--- config.mk ---
export PLATFORM = sky130hd
export DESIGN_NAME = dth_isqrt
export DESIGN_NICKNAME = d
export VERILOG_FILES = /design/src/rtl/dth_pkg.sv /design/src/rtl/dth_isqrt.sv
export SDC_FILE = /design/constraint.sdc
export NUM_CORES = 2
export LEC_CHECK = 0
export BUFFER_PORTS_ARGS = -buffer_cell sky130_fd_sc_hd__clkbuf_2
export CAP_MARGIN = 20
export CORE_AREA = 4 4 453 902
export DETAILED_ROUTE_END_ITERATION = 8
export DIE_AREA = 0 0 457 906
export HOLD_SLACK_MARGIN = 0.1
export MAX_ROUTING_LAYER = met4
export SLEW_MARGIN = 5
export SYNTH_ARGS = -nofsm -noshare
export SYNTH_HDL_FRONTEND = slang
export SYNTH_SLANG_ARGS = --single-unit
--- constraint.sdc ---
create_clock -name i_clk -period 4.65 [get_ports i_clk]
set_clock_uncertainty 0.15 [all_clocks]
set_input_delay 0.465 -clock i_clk [delete_from_list [all_inputs] [get_ports i_clk]]
set_output_delay 0.465 -clock i_clk [all_outputs]
set_load 0.03 [all_outputs]
--- src/rtl/dth_pkg.sv ---
// dth_pkg: shared constants, CORDIC arctangent table and side-band types
// for the tangent-heading pipeline. No dependencies.
package dth_pkg;

    localparam int CORDIC_STEPS = 16;
    localparam int SC_LAT       = CORDIC_STEPS + 2;
    localparam int SQ_STEPS     = 32;
    localparam int NORM_STEPS   = 5;
    localparam int VEC_LAT      = CORDIC_STEPS + NORM_STEPS + 2;

    localparam logic [30:0]        RADIUS_RESET = 31'd98304;
    localparam logic signed [32:0] CORDIC_K     = 33'sd652032874;
    localparam logic [31:0]        QTURN        = 32'h4000_0000;

    // atan(2^-i) in 32-bit turn units
    localparam logic [31:0] ATAN_TAB [32] = '{
        32'd536870912, 32'd316933406, 32'd167458907, 32'd85004756,
        32'd42667331,  32'd21354465,  32'd10679838,  32'd5340245,
        32'd2670163,   32'd1335087,   32'd667544,    32'd333772,
        32'd166886,    32'd83443,     32'd41722,     32'd20861,
        32'd10430,     32'd5215,      32'd2608,      32'd1304,
        32'd652,       32'd326,       32'd163,       32'd81,
        32'd41,        32'd20,        32'd10,        32'd5,
        32'd3,         32'd1,         32'd1,         32'd0
    };

    typedef struct packed {
        logic               valid;
        logic signed [32:0] dx;
        logic signed [32:0] dy;
        logic [15:0]        th;
    } t_sc_side;

    typedef struct packed {
        logic               valid;
        logic               reach;
        logic               right;
        logic               left;
        logic [15:0]        th;
        logic signed [32:0] pxk;
        logic signed [32:0] pyk;
        logic [30:0]        rk;
    } t_sq_side;

    typedef struct packed {
        logic        valid;
        logic        reach;
        logic        right;
        logic        left;
        logic [15:0] th;
        logic        szero;
    } t_vec_side;

endpackage

--- src/rtl/dth_isqrt.sv ---
// dth_isqrt: pipelined integer square root, one result bit per stage.
// Uses dth_pkg.
module dth_isqrt (
    input  logic        i_clk,
    input  logic        i_en,
    input  logic [63:0] i_value,
    output logic [31:0] o_root
);
    localparam int S = dth_pkg::SQ_STEPS;

    logic [63:0] r_v   [S];
    logic [63:0] r_res [S];

    for (genvar i = 0; i < S; i++) begin : g_step
        localparam logic [63:0] BIT = 64'd1 << (62 - 2 * i);
        logic [63:0] v_in, res_in, trial, n_v, n_res;

        if (i == 0) begin : g_first
            assign v_in   = i_value;
            assign res_in = '0;
        end else begin : g_next
            assign v_in   = r_v[i-1];
            assign res_in = r_res[i-1];
        end

        always_comb begin
            trial = res_in + BIT;
            if (v_in >= trial) begin
                n_v   = v_in - trial;
                n_res = (res_in >> 1) + BIT;
            end else begin
                n_v   = v_in;
                n_res = res_in >> 1;
            end
        end

        always_ff @(posedge i_clk) begin
            if (i_en) begin
                r_v[i]   <= n_v;
                r_res[i] <= n_res;
            end
        end
    end

    assign o_root = r_res[S-1][31:0];
endmodule

==> metrics <==
run status completed; Wirelength per Cell 18.5 µm; synth warn 0; synthesized net count 10100; Hold Startpoint i_value[56]; post-route design area 138000 µm²; CTS max path bufs 4; clock slew at reported path FFs 60 ps; setup ws final 60.4 ps; PwrDens 480 nW/µm²; vias 74800; GR Util All Layers 0.139; first-pass GRT wire length 433000 µm; worst endpoint required time 5090 ps; RSZ-0062 raised after global routing no; Yosys reg bits 2512; PnR Total Power 66.5 mW; Critical Path Fanout Max 7; Core ar. 401000 µm²; Crit. End Element flip-flop; Worst-Margin Slew 1090 ps; Die W 457 µm; WL met2 183000 µm; clock share of power 0.310; Highest Clock Rate 0.218 GHz; Routed WL 289000 µm; share of post-route cells with drive strength above 1 0.0958; Sequential Power Share 0.463; Slew Viols, Final 0; detailed-placement wirelength estimate 226000 µm; Met1 Routed Length 71400 µm; Initial Util 0.299; Yosys cell types 97; Critical Path AT 5030 ps; internal power 47.1 mW; worst hold margin 180 ps; grt ovf 0; CP peak stage delay 690 ps; max cap viols 0; vias in the first global route 80400; initial DRC count 2952; Leak 51.6 nW; CTS Buf Count 269; final hold vios 0; Peak VDD IR 402 µV; cell area after synthesis 120000 µm²; HP Class in -> reg; I/O pins 98; worst skew pair latency 870 ps; syn_area_per_cell 12.6 µm²; worst path cell trace ha_1 -> and4_1 -> nand4_1 -> nor4_2 -> buf_4 -> nor4_1 -> nand2_1 -> nor3_2 -> or4b_1 -> a21oi_1 -> nand3b_1 -> xnor2_1; Startpoint Class flip-flop; Area Growth Syn to Fin 15.4%; initial antenna violation count 5; die height 906 µm; Mapped Cells 9507; CTS tree yes; Sw Pwr 19.4 mW; metal3 WL 7030 µm; fin crit period 4590 ps; pre-CTS setup slack -483 ps; Critical path origin r_v[1][536]$_DFFE_PP_; first-pass iteration count of the detailed router 6; Gate power share 0.227; via density per instance 4.80; largest net degree at the start of global routing 165; ys flop type edfxtp_1; H-tree Lvls 5; fin crit share 0.987; Detail Route Antenna Nets 0; CTS root buffer clkbuf_16; kind of critical path reg -> reg; final core occ 0.345; final setup vio count 0; routability cong. 0.929; top routing layer used met4; TritonCTS Sinks 2512; Placed Area 129000 µm²; r2r startpoint r_v[1][536]$_DFFE_PP_; fraction of registers with async set or reset after synthesis 0; Final nets 10700; DIE AREA 414000 µm²; Sw Ratio 0.292; register area share after synthesis 0.628; IO buf count 97; row count 329; slowest CP cell nor4_2; residual DRC count 0; Relative slew margins 0.269; Post-synth EDFFs 2512
[stage by stage]
step | TNS (ps) | instances
2_1_floorplan | 0 | 9507
3_3_place_gp | -29310 | 15000
3_5_place_dp | -22210 | 15000
4_1_cts | 0 | 15600
5_1_grt | 0 | 15600
6_report | 0 | 15600
[worst max-delay path, delay by kind of cell (launching register included)]
| family | cells | cell delay, ps |
|---|---|---|
| buffers and inverters | 1 | 220 |
| and+or+nand+nor | 8 | 2630 |
| AOI/OAI and AO/OA | 1 | 380 |
| xor gates and xnor gates | 1 | 140 |
| adders and majority gates | 1 | 430 |
| DFF | 1 | 390 |
[metal layers]
layer / GRT usage / up-vias
li1: - / 36700
met1: 0.0836 / 36000
met2: 0.312 / 1264
met3: 0.0161 / 872
met4: 0.109 / 0
met5: - / -
[synth_stat cells, drive strengths merged, types with 89 or more instances]
master | n | area (µm²)
edfxtp | 2512 | 75400
inv | 688 | 2580
nor2 | 671 | 2520
a21oi | 634 | 3170
nand2 | 580 | 2180
ha | 558 | 6980
xnor2 | 488 | 4270
o21ai | 403 | 2020
xor2 | 398 | 3490
nor4 | 349 | 2190
nor3 | 255 | 1290
a21o | 249 | 1870
clkbuf | 160 | 601
nand4 | 157 | 982
nand3 | 148 | 753
nand2b | 108 | 676
o21a | 100 | 751
mux2 | 96 | 1080
or3 | 89 | 562
[path summary, 6_finish.rpt]
path / to / slack [ps] / depth (start not counted)
worst max-delay path: r_v[1][629]$_DFFE_PP_ / 60 / 12
worst min-delay path: r_v[0][56]$_DFFE_PP_ / 180 / 2
worst max register to register: r_v[1][629]$_DFFE_PP_ / 60 / 12
worst min register to register: r_res[0][559]$_DFFE_PP_ / 250 / 0
[power groups by stage]
stage / Combinational, mW / Sequential, mW / Clock [mW]
after global routing: 16.6 / 31.1 / 22.1
after detailed placement: 15.1 / 31.2 / 0
final: 15.1 / 30.8 / 20.6
after floorplan: 10.2 / 30.5 / 0
after global placement: 14.9 / 31.2 / 0
after CTS: 15.2 / 30.8 / 21.2
[sequential cells by signal, summed over array words and instances, names as in the netlist]
name / cells
r_res: 528
r_v: 1984
[area by class of cell]
| class | count | area, µm² |
|---|---|---|
| fillers | 39200 | 263000 |
| well taps | 5296 | 6630 |
| flip-flops and latches | 2512 | 75400 |
| multi-input cells | 6120 | 41500 |
| diodes | 11 | 27.5 |
| inverters | 689 | 2590 |
| clock buffers | 331 | 7110 |
| clock inverters | 123 | 1200 |
| repair buffers | 494 | 3990 |
[cell usage in the layout (no fill, tap or decap), types with 25 or more instances in the layout]
cell	instances
dlygate4sd3_1	66
o31ai_1	33
nor3_1	252
o21ai_0	400
nand4_1	157
nand4b_1	27
nand2_1	578
a21oi_1	634
mux2_2	96
a31oi_1	50
xor2_1	398
or3_1	88
nand2b_1	108
buf_4	301
nand3b_1	34
o211ai_1	41
ha_1	558
o21bai_1	49
nor3b_1	25
nor2_1	670
a21o_1	248
nor4b_1	43
or4_1	68
edfxtp_1	2512
clkinv_2	36
clkinv_1	45
or2_2	36
a211oi_1	39
clkbuf_1	55
o21a_1	100
and2_1	26
nand3_1	147
buf_12	29
xnor2_1	488
nor2b_1	71
and3_1	46
clkbuf_2	96
clkbuf_16	276
nor4_1	329
inv_1	686
[cells by family after synthesis]
logic type | after synthesis | share of synthesized area
simple gates | 2784 | 0.119
flops | 2512 | 0.628
compound gates | 1792 | 0.0925
xor+xnor | 886 | 0.0646
buf+inv | 875 | 0.0275
fa+ha+maj | 558 | 0.0582
mux | 100 | 0.00934
[repair_timing]
item	CTS	global route
gates resized for setup	9	6
endpoints found under the hold margin	106	0
pin swaps	1	2
hold buffers	66	0
setup endpoints to repair	108	27
buffers inserted	2	0
Power figures use the tool's default switching activity.
